==> src/ccew_pkg.sv <==
// shared types, sizes and helper functions of the cyclic code encoder
// used by ccew_cell, ccew_finish and cyclic_code_encoder_with_weight
package ccew_pkg;

   localparam int MSG_BITS       = 16;
   localparam int MAX_GEN_DEGREE = 16;
   localparam int GEN_BITS       = MAX_GEN_DEGREE + 1;
   localparam int REM_BITS       = MAX_GEN_DEGREE;
   localparam int CW_BITS        = MSG_BITS + MAX_GEN_DEGREE;
   localparam int DEG_BITS       = $clog2(MAX_GEN_DEGREE + 1);
   localparam int WEIGHT_BITS    = $clog2(CW_BITS + 1);
   localparam int NUM_CELLS      = MSG_BITS;

   localparam logic [GEN_BITS-1:0] GEN_RESET = GEN_BITS'(11);

   typedef logic [MSG_BITS-1:0]    msg_type;
   typedef logic [GEN_BITS-1:0]    gen_type;
   typedef logic [REM_BITS-1:0]    rem_type;
   typedef logic [CW_BITS-1:0]     cw_type;
   typedef logic [DEG_BITS-1:0]    deg_type;
   typedef logic [WEIGHT_BITS-1:0] weight_type;

   typedef struct packed {
      logic       valid;
      msg_type    msg;
      rem_type    rem;
      weight_type ones;
   } cell_data_type;

   typedef struct packed {
      deg_type degree;
      rem_type gen_lo;
   } gen_cfg_type;

   // degree and generator tail aligned to the top of the remainder word
   function automatic gen_cfg_type align_gen(input gen_type poly);
      gen_type     g;
      gen_type     shifted;
      deg_type     d;
      gen_cfg_type res;
      g = (poly == '0) ? GEN_BITS'(1) : poly;
      d = '0;
      for (int i = 0; i < GEN_BITS; i++) begin
         if (g[i]) begin
            d = DEG_BITS'(i);
         end
      end
      shifted    = g << (DEG_BITS'(MAX_GEN_DEGREE) - d);
      res.degree = d;
      res.gen_lo = shifted[REM_BITS-1:0];
      return res;
   endfunction

   function automatic weight_type popcount_rem(input rem_type v);
      weight_type n;
      n = '0;
      for (int i = 0; i < REM_BITS; i++) begin
         n = n + WEIGHT_BITS'(v[i]);
      end
      return n;
   endfunction

endpackage

==> src/ccew_cell.sv <==
// one division cell: folds one message bit into the remainder and counts it
// depends on ccew_pkg
module ccew_cell (
   input  logic                   clock,
   input  logic                   reset,
   input  logic                   enable,
   input  ccew_pkg::rem_type      gen_lo,
   input  ccew_pkg::cell_data_type up,
   output ccew_pkg::cell_data_type down
);
   import ccew_pkg::*;

   logic       feedback;
   logic       valid_ff;
   msg_type    msg_in, msg_ff;
   rem_type    rem_in, rem_ff;
   weight_type ones_in, ones_ff;

   always_comb begin
      feedback = up.msg[MSG_BITS-1] ^ up.rem[REM_BITS-1];
      // rotate so the next cell sees the next bit and the word comes back whole
      msg_in   = (up.msg << 1) | (up.msg >> (MSG_BITS - 1));
      rem_in   = (up.rem << 1) ^ (feedback ? gen_lo : '0);
      ones_in  = up.ones + WEIGHT_BITS'(up.msg[MSG_BITS-1]);
   end

   always_ff @(posedge clock) begin
      if (reset) begin
         valid_ff <= 1'b0;
      end else if (enable) begin
         valid_ff <= up.valid;
      end
   end

   always_ff @(posedge clock) begin
      if (enable) begin
         msg_ff  <= msg_in;
         rem_ff  <= rem_in;
         ones_ff <= ones_in;
      end
   end

   assign down = '{valid: valid_ff, msg: msg_ff, rem: rem_ff, ones: ones_ff};

endmodule

==> src/ccew_finish.sv <==
// output stage: realigns the remainder, builds the codeword and its weight
// depends on ccew_pkg
module ccew_finish (
   input  logic                    clock,
   input  logic                    reset,
   input  logic                    enable,
   input  ccew_pkg::deg_type       degree,
   input  ccew_pkg::cell_data_type last,
   output logic                    rsp_valid,
   output ccew_pkg::rem_type       rsp_check_bits,
   output ccew_pkg::cw_type        rsp_codeword,
   output ccew_pkg::weight_type    rsp_code_weight
);
   import ccew_pkg::*;

   logic       valid_ff;
   rem_type    check_in, check_ff;
   cw_type     codeword_in, codeword_ff;
   weight_type weight_in, weight_ff;

   always_comb begin
      check_in    = last.rem >> (DEG_BITS'(MAX_GEN_DEGREE) - degree);
      codeword_in = (CW_BITS'(last.msg) << degree) | CW_BITS'(check_in);
      weight_in   = last.ones + popcount_rem(last.rem);
   end

   always_ff @(posedge clock) begin
      if (reset) begin
         valid_ff <= 1'b0;
      end else if (enable) begin
         valid_ff <= last.valid;
      end
   end

   always_ff @(posedge clock) begin
      if (enable) begin
         check_ff    <= check_in;
         codeword_ff <= codeword_in;
         weight_ff   <= weight_in;
      end
   end

   assign rsp_valid       = valid_ff;
   assign rsp_check_bits  = check_ff;
   assign rsp_codeword    = codeword_ff;
   assign rsp_code_weight = weight_ff;

endmodule

==> src/cyclic_code_encoder_with_weight.sv <==
// top level of the systematic cyclic code encoder with codeword weight
// depends on ccew_pkg, ccew_cell and ccew_finish
//
// usage
//  - csr channel: one beat writes the generator polynomial (bit i is x^i);
//    csr_ready is always high, write only while the encoder is empty
//  - req channel: one beat carries one message; rsp channel: one beat returns
//    check bits, codeword and codeword weight for that message, in order
//  - path: a req beat loads the first cell register itself, then the message
//    moves through the 16 cell registers and the output register to the rsp
//    channel; a stall holds it in place
//  - throughput: one message per cycle while the row is not held, set by the
//    row of 16 division cells that all advance together
//  - the whole row and the output register hold while rsp_valid is high and
//    rsp_ready is low; req_ready drops in that case
//  - reset empties the row and loads generator x^3 + x + 1; a zero
//    generator acts as the generator 1
module cyclic_code_encoder_with_weight (
   input  logic                 clock,
   input  logic                 reset,
   input  logic                 req_valid,
   output logic                 req_ready,
   input  ccew_pkg::msg_type    req_message,
   output logic                 rsp_valid,
   input  logic                 rsp_ready,
   output ccew_pkg::rem_type    rsp_check_bits,
   output ccew_pkg::cw_type     rsp_codeword,
   output ccew_pkg::weight_type rsp_code_weight,
   input  logic                 csr_valid,
   output logic                 csr_ready,
   input  ccew_pkg::gen_type    csr_generator_poly
);
   import ccew_pkg::*;

   logic          advance;
   gen_cfg_type   gen_cfg_ff;
   cell_data_type chain [NUM_CELLS+1];

   assign advance   = !rsp_valid || rsp_ready;
   assign req_ready = advance;
   assign csr_ready = 1'b1;

   always_ff @(posedge clock) begin
      if (reset) begin
         gen_cfg_ff <= align_gen(GEN_RESET);
      end else if (csr_valid && csr_ready) begin
         gen_cfg_ff <= align_gen(csr_generator_poly);
      end
   end

   assign chain[0] = '{valid: req_valid, msg: req_message, rem: '0, ones: '0};

   for (genvar i = 0; i < NUM_CELLS; i++) begin : g_cell
      ccew_cell u_cell (
         .clock  (clock),
         .reset  (reset),
         .enable (advance),
         .gen_lo (gen_cfg_ff.gen_lo),
         .up     (chain[i]),
         .down   (chain[i+1])
      );
   end

   ccew_finish u_finish (
      .clock           (clock),
      .reset           (reset),
      .enable          (advance),
      .degree          (gen_cfg_ff.degree),
      .last            (chain[NUM_CELLS]),
      .rsp_valid       (rsp_valid),
      .rsp_check_bits  (rsp_check_bits),
      .rsp_codeword    (rsp_codeword),
      .rsp_code_weight (rsp_code_weight)
   );

   a_weight_matches: assert property (@(posedge clock) disable iff (reset)
      rsp_valid |-> rsp_code_weight == WEIGHT_BITS'($countones(rsp_codeword)))
      else $error("codeword weight mismatch");

   a_check_in_codeword: assert property (@(posedge clock) disable iff (reset)
      rsp_valid |-> (rsp_codeword[REM_BITS-1:0] & rsp_check_bits) == rsp_check_bits)
      else $error("check bits missing from codeword");

   a_check_below_degree: assert property (@(posedge clock) disable iff (reset)
      rsp_valid |-> (CW_BITS'(rsp_check_bits) >> gen_cfg_ff.degree) == '0)
      else $error("check bits reach generator degree");

   a_last_cell_holds: assert property (@(posedge clock) disable iff (reset)
      chain[NUM_CELLS].valid && !advance |=> $stable(chain[NUM_CELLS]))
      else $error("cell row moved during stall");

endmodule

==> config.mk <==
export PLATFORM = sky130hd
export DESIGN_NAME = cyclic_code_encoder_with_weight
export DESIGN_NICKNAME = d
export VERILOG_FILES = /design/src/ccew_pkg.sv /design/src/ccew_cell.sv /design/src/ccew_finish.sv /design/src/cyclic_code_encoder_with_weight.sv
export SDC_FILE = /design/constraint.sdc
export NUM_CORES = 1
export LEC_CHECK = 0
export BUFFER_PORTS_ARGS = -buffer_cell sky130_fd_sc_hd__buf_2
export CAP_MARGIN = 20
export CORE_MARGIN = 4
export CORE_UTILIZATION = 62
export DETAILED_ROUTE_END_ITERATION = 8
export PLACE_DENSITY = 0.8
export SLEW_MARGIN = 30
export SYNTH_ARGS = -nofsm -noshare
export SYNTH_HDL_FRONTEND = slang
export SYNTH_SLANG_ARGS = --single-unit
==> constraint.sdc <==
create_clock -name clock -period 21.8 [get_ports clock]
set_input_delay 1.09 -clock clock [delete_from_list [all_inputs] [get_ports clock]]
set_output_delay 1.09 -clock clock [all_outputs]
set_load 0.02 [all_outputs]
==> out/results.ini, run 1 <==
[sta]
finalSetupViolCount = 0
skew_ns = 0.01435
max_freq_ghz = 0.2501
slew_viol_final = 0
rsz0062_at_grt = no
fin_tns_setup_ns = 0
tightestPinTransition_ns = 0.9789
relSlewSlack_pct = 34.65
layout_worst_path_cycle_share_pct = 18.34
min_period_ns = 3.998
hold_violations = 0

[clock_tree]
htreeDepth = 3
cts_sinks = 684
root_buffer = clkbuf_16
clk_pin_slew_ns = 0.06
hold_buffers = 0
cts_buffer_depth = 3
numCtsBuffers = 67
cts_resized = 0
insertion_delay_ns = 0.60
cts_tree = built
post_cts_buffers = 0

[drt]
wl_per_cell_microns = 18.02
first_pass_iters = 5
route.met3.wl_mm = 2.119
maxUsedRoutingLayer = met4
drt_iter0_drc = 1010
ant_nets = 0
wl_mm = 48.04
drc_errors = 0
vias = 14630
wirelength_met1_mm = 19.78
via_per_inst = 5.491
wl_met2_mm = 24.68

[power_and_ir_drop]
switching_power_w = 0.001009
pwr-share-comb_pct = 19.3
swShare_pct = 27.37
cellInternalPower_w = 0.002677
powerDensity_nw_per_um2 = 116.9
max-vdd-ir-drop_mv = 0.08614
power.leakage_nw = 12.05
p_seq_share_pct = 51.2
p_clk_share_pct = 29.5

[setup_path]
cp_cell_sequence = ha_1 -> inv_1 -> fa_1 -> fa_1 -> inv_1 -> fa_1 -> fa_1 -> ha_1 -> a21o_1 -> a21oi_1 -> o21bai_1 -> a21oi_1 -> xnor2_1
path_common_cell = fa_1
critPathKind = reg2reg
slowest_delay_ns = 0.52
start_kind = flip-flop
crit_arrival_ns = 4.34
cp.required_ns = 22.14
crit_path_top_delay_cell = fa_1
critPathMaxFanout = 3
worst_setup_path_end_kind = flip-flop

[placement]
gp_congestion = 0.8887
hpwlAfterDp_mm = 30.94
io_buffers = 93

[yosys]
synthesis.nets = 2023
synth-async-reset-ratio_pct = 0
ys_types = 69
syn_area_sq_um = 28340
synth_edf_count = 646
avgSynthCellArea_sq_um = 14.69
yosysWarnings = 0
syn-instance-count = 1929
yosysSeqAreaShare_pct = 71.13
ys_ff_latch = 684
synthFlopType = edfxtp_1

[global_route]
grt-ovfl-total = 0
grt_first_pass_wirelength_mm = 78.11
grt_pass1_vias = 14880
grt_max_degree = 195
grt_usage_pct = 19.63
antenna_found_initial = 0

[cells_and_area]
num-nets-final = 2107
antenna_cells = 0
final_cell_mix = edfxtp_1 (646), nand2_1 (324), xnor2_1 (261), buf_2 (93), nor2_1 (68)
multi_input_area_sq_um = 7811
fill_cells = 2944
seq_area_sq_um = 20160
utilization_pct = 69.63
drive_gt1_share_pct = 12.54
area_growth_pct = 11.26
final_common_cell = edfxtp_1

[die]
initial_utilization_pct = 62.59
fp.dieW_microns = 221.8
die-area_sq_um = 49200
die_h_microns = 221.8
fp-row-count = 78
design.portCount = 95
coreArea_sq_um = 45280

[outcome]
status = finished, final reports clean

[worst_hold_path]
min_path_type = reg2reg

[job]
drv_cap = 0

cell usage after synthesis, drive strengths merged, types with 2 or more instances:
cell type,count,share of area (%)
nand4b,2,0.062
a32oi,6,0.19
clkbuf,70,0.93
nand2,324,4.3
edfxtp,646,68
mux4,10,0.79
o311ai,2,0.062
dfxtp,38,2.7
buf,18,0.38
a21o,10,0.26
a211oi,13,0.36
inv,31,0.41
nor2,70,0.98
or2,5,0.11
fa,11,0.78
mux2,10,0.40
ha,45,2.0
nor3,8,0.16
o2bb2ai,2,0.062
o22ai,22,0.49
mux2i,42,1.5
nand2b,8,0.18
o211ai,6,0.18
a211o,6,0.19
nor2b,8,0.18
a21oi,56,1.0
xor2,33,1.0
and3,14,0.31
a31oi,7,0.21
clkinv,2,0.026
xnor2,262,8.2
and2,35,0.77
a221oi,4,0.15
nand3,42,0.76
o31ai,4,0.11
or4,3,0.12
o21ai,31,0.55
a32o,2,0.071
o21bai,7,0.19
o211a,3,0.11
worst max-delay path, delay by kind of cell (launching register included):
kind / cells / cell delay (ns)
flip-flops: 1 / 0.40
adder cells (fa/ha/maj): 6 / 2.43
XOR/XNOR: 1 / 0.08
AO/OA/AOI/OAI: 4 / 0.73
buffers and inverters: 2 / 0.13
logic make-up (layout without fill, tap and decap cells):
| family | Yosys count | after routing | share of synthesized area (%) |
|---|---|---|---|
| buf+inv | 121 | 257 | 1.744 |
| compound gates | 188 | 188 | 4.411 |
| simple gates | 522 | 522 | 8.039 |
| other cells | 1 | 1 | 0.01323 |
| fa+ha+maj | 56 | 56 | 2.764 |
| flops | 684 | 684 | 71.13 |
| xor+xnor | 295 | 295 | 9.209 |
| mux | 62 | 62 | 2.689 |
power by group through the flow:
| stage | clock, W | sequential (W) | combinational [W] |
|---|---|---|---|
| 6_report | 0.00109 | 0.00189 | 0.000712 |
| 5_1_grt | 0.00117 | 0.00191 | 0.000792 |
| 4_1_cts | 0.00111 | 0.00189 | 0.000714 |
| 3_5_place_dp | 0 | 0.00191 | 0.000701 |
| 3_3_place_gp | 0 | 0.00190 | 0.000676 |
| 2_1_floorplan | 0 | 0.00189 | 0.000517 |
final cells by class:
| type | instances | area share, % |
|---|---|---|
| timing repair buffer | 103 | 1.869 |
| multi-input combinational | 1124 | 24.77 |
| sequential | 684 | 63.93 |
| tap | 600 | 2.381 |
| inverter | 33 | 0.4166 |
| clock buffer | 81 | 5.484 |
| clock inverter | 40 | 1.147 |
flip-flops by register name, indices dropped and copies added, names as in the netlist:
name                      cells
g_cell.u_cell.msg_ff        256
g_cell.u_cell.rem_ff        256
g_cell.u_cell.ones_ff        80
u_finish.rsp_codeword        32
gen_cfg_ff                   21
g_cell.u_cell.valid_ff       16
u_finish.rsp_check_bits      16
u_finish.rsp_code_weight      6
u_finish.rsp_valid            1
layer usage:
metal / global-route usage (%) / vias to the layer above
met5: 0 / -
met4: 6.603 / 0
met3: 3.972 / 88
met2: 33.67 / 345
met1: 25.42 / 7138
li1: - / 7063
stage by stage:
| stage | instances | total power, W | instance area (sq um) | setup WS (ns) | hold slack, ns |
|---|---|---|---|---|---|
| finish | 2665 | 0.003686 | 31530 | 17.80 | 0.4093 |
| detailed placement | 2543 | 0.002615 | 29370 | 17.48 | 0.4045 |
| global placement | 2543 | 0.002572 | 29290 | 17.48 | 0.4004 |
| floorplan | 1929 | 0.002407 | 28340 | 1.434 | 0.4003 |
| CTS | 2664 | 0.003717 | 31460 | 17.80 | 0.4072 |
| global route | 2665 | 0.003876 | 31530 | 17.61 | 0.4173 |
final timing paths:
check                                                  from                            to  slack [ns]  cells past startpoint
worst max register to register  g_cell[15].u_cell.rem_ff[1]   u_finish.rsp_code_weight[5]       17.80                     13
worst min register to register  g_cell[9].u_cell.msg_ff[13]  g_cell[10].u_cell.msg_ff[14]        0.41                      0
worst max-delay path            g_cell[15].u_cell.rem_ff[1]   u_finish.rsp_code_weight[5]       17.80                     13
worst min-delay path            g_cell[9].u_cell.msg_ff[13]  g_cell[10].u_cell.msg_ff[14]        0.41                      0
Power figures use the tool's default switching activity.
==> run 2: changes to the inputs <==
==> constraint.sdc (replaced) <==
create_clock -name clock -period 3.8 [get_ports clock]
set_input_delay 0.19 -clock clock [delete_from_list [all_inputs] [get_ports clock]]
set_output_delay 0.19 -clock clock [all_outputs]
set_load 0.02 [all_outputs]
==> run 2 against run 1 <==
The run now ends with setup timing left. Critical path type unchanged. Worst hold slack worse by 0.38 ns. Clock power grew to 5.8 times the previous value. Non-clock buffer count is 50 higher. Sequential share of layout area is 0.95 points lower. Power grew to 5.9 times the previous value. Worst setup slack worse by 18 ns. Critical endpoint is now u_finish.rsp_code_weight[4]. Global-route usage is 0.66 points higher. First-iteration DRC count is 1.4% higher.
==> out/results.ini, run 2 (synthesis results as in run 1) <==
[outcome]
status = finished, violations left  ; was finished, final reports clean
violations = setup timing

[die]
die-area_sq_um = 49200  ; unchanged
design.portCount = 95  ; unchanged
fp-row-count = 78  ; unchanged
die_h_microns = 221.8  ; unchanged
coreArea_sq_um = 45280  ; unchanged
fp.dieW_microns = 221.8  ; unchanged
initial_utilization_pct = 62.59  ; unchanged

[worst_hold_path]
min_path_type = in2reg  ; was reg2reg

[clock_tree]
cts_buffer_depth = 3  ; unchanged
cts_sinks = 684  ; unchanged
htreeDepth = 3  ; unchanged
root_buffer = clkbuf_16  ; unchanged
insertion_delay_ns = 0.58  ; was 0.60 ns
cts_tree = built  ; unchanged
numCtsBuffers = 66  ; was 67
clk_pin_slew_ns = 0.06  ; about the same

[cells_and_area]
seq_area_sq_um = 20160  ; unchanged
multi_input_area_sq_um = 7797  ; was 7811 sq um
drive_gt1_share_pct = 13.59  ; was 12.54%
final_common_cell = edfxtp_1  ; unchanged
num-nets-final = 2156  ; was 2107
antenna_cells = 0  ; unchanged
finalInstanceArea_sq_um = 32010  ; was 31530 sq um
final_cell_mix = edfxtp_1 (646), nand2_1 (324), xnor2_1 (261), buf_2 (93), clkbuf_16 (69)  ; was edfxtp_1 (646), nand2_1 (324), xnor2_1 (261), buf_2 (93), nor2_1 (68)
area_growth_pct = 12.94  ; was 11.26%
top_regs = g_cell.u_cell.msg_ff x256, g_cell.u_cell.rem_ff x256, g_cell.u_cell.ones_ff x80  ; unchanged
fill_cells = 2911  ; was 2944

[drt]
drc_errors = 0  ; unchanged
via_per_inst = 5.534  ; was 5.491
drt_iter0_drc = 1024  ; was 1010
wl_mm = 49.59  ; was 48.04 mm
ant_nets = 0  ; unchanged
vias = 15010  ; was 14630
wl_per_cell_microns = 18.29  ; was 18.02 microns
first_pass_iters = 5  ; unchanged

[power_and_ir_drop]
p_clk_share_pct = 29.5  ; about the same
max-vdd-ir-drop_mv = 0.4538  ; was 0.08614 mV
powerDensity_nw_per_um2 = 675.3  ; was 116.9 nW/um^2
pwr-share-comb_pct = 20.3  ; was 19.3%
p_seq_share_pct = 50.2  ; was 51.2%
swShare_pct = 26.97  ; was 27.37%
fin_total_pwr_w = 0.02161  ; was 0.003686 W
switching_power_w = 0.005830  ; was 0.001009 W
cellInternalPower_w = 0.01578  ; was 0.002677 W
power.leakage_nw = 12.28  ; was 12.05 nW

[sta]
relSlewSlack_pct = 38.97  ; was 34.65%
layout_worst_path_cycle_share_pct = 101.1  ; was 18.34%
layout_setup_ws_ns = -0.04291  ; was 17.80 ns
min_period_ns = 3.843  ; was 3.998 ns
slew_viol_final = 0  ; unchanged
max_freq_ghz = 0.2602  ; was 0.2501 GHz
fin_tns_setup_ns = -0.04490  ; was 0 ns
whs_ns = 0.02581  ; was 0.4093 ns
hold_violations = 0  ; unchanged
finalSetupViolCount = 2  ; was 0
rsz0062_at_grt = yes  ; was no
skew_ns = 0.02474  ; was 0.01435 ns
tightestPinTransition_ns = 0.9142  ; was 0.9789 ns

[setup_path]
critPathKind = reg2reg  ; unchanged
start_kind = flip-flop  ; unchanged
critPathMaxFanout = 2  ; was 3
worst_setup_path_end_kind = flip-flop  ; unchanged
cp.required_ns = 4.11  ; was 22.14 ns
crit_arrival_ns = 4.15  ; was 4.34 ns

[global_route]
antenna_found_initial = 0  ; unchanged
grt_usage_pct = 20.29  ; was 19.63%
grt-ovfl-total = 0  ; unchanged
grt_first_pass_wirelength_mm = 80.67  ; was 78.11 mm
grt_pass1_vias = 15350  ; was 14880
grt_max_degree = 138  ; was 195

[placement]
io_buffers = 93  ; unchanged
dpl_cell_area_sq_um = 29650  ; was 29370 sq um
hpwlAfterDp_mm = 32.07  ; was 30.94 mm
pre_cts_ws_ns = -0.1834  ; was 17.48 ns
gp_congestion = 0.9029  ; was 0.8887

[job]
drv_cap = 0  ; unchanged

[run 2: cell types whose count changed in the layout (fill, tap and decap cells not counted), moves of 5 or more]
cell and change:
inv_1 -6, buf_4 +30, xor2_1 +5, dlygate4sd3_1 +17, inv_2 +6, clkinv_2 -11
xor2_2 -5, buf_12 +5, clkbuf_1 +5
[run 2: repair_timing]
action,CTS,global route
hold buffers,17,0
gates resized for setup,6,7
hold endpoints to repair,17,0
buffers inserted,3,1
setup endpoints to repair,4,4
pin swaps,7,0
[run 2: stage by stage]
stage / instances / utilization [%]
floorplan: 1929 / -
global placement: 2573 / 65.31
detailed placement: 2573 / 65.48
CTS: 2711 / 70.61
global route: 2712 / 70.68
finish: 2712 / 70.68
[run 2: final cells by class]
class,instances,area share [%]
flip-flops and latches,684,62.98
multi-input cells,1124,24.36
clock buffers,90,5.703
repair buffers,153,3.268
well taps,600,2.345
clock inverters,28,0.9147
inverters,33,0.4261
[run 2: routing by layer]
layer,track usage (%),vias up,share of wire (%)
met4,7.183,0,3.2
met1,26.05,7399,41
met2,35.61,350,52
met3,3.072,100,4.1
met5,0,-,0
li1,-,7160,-
[run 2: path summary, 6_finish.rpt]
kind / start / endpoint / slack (ns) / cells after the start
worst min register to register: g_cell[9].u_cell.msg_ff[1] / g_cell[10].u_cell.msg_ff[2] / 0.40 / 0
worst max register to register: g_cell[15].u_cell.rem_ff[1] / u_finish.rsp_code_weight[4] / -0.04 / 14
worst max-delay path: g_cell[15].u_cell.rem_ff[1] / u_finish.rsp_code_weight[4] / -0.04 / 14
worst min-delay path: csr_valid / gen_cfg_ff[20] / 0.03 / 3
[run 2: power groups by stage]
stage | clock, W | combinational, W | sequential (W)
after global routing | 0.00686 | 0.00492 | 0.0110
after floorplan | 0 | 0.00297 | 0.0108
after CTS | 0.00650 | 0.00437 | 0.0109
final | 0.00637 | 0.00439 | 0.0109
after detailed placement | 0 | 0.00411 | 0.0110
after global placement | 0 | 0.00392 | 0.0109
[run 2: worst max-delay path, stage by stage (launching register included)]
cell and delay [ns]:
edfxtp_1 0.40, ha_1 0.31, inv_2 0.04, fa_1 0.49, fa_2 0.44, fa_1 0.51
fa_2 0.44, inv_2 0.07, ha_4 0.13, inv_2 0.04, fa_2 0.35, inv_2 0.06
a21o_1 0.12, a21oi_2 0.06, xnor2_1 0.13
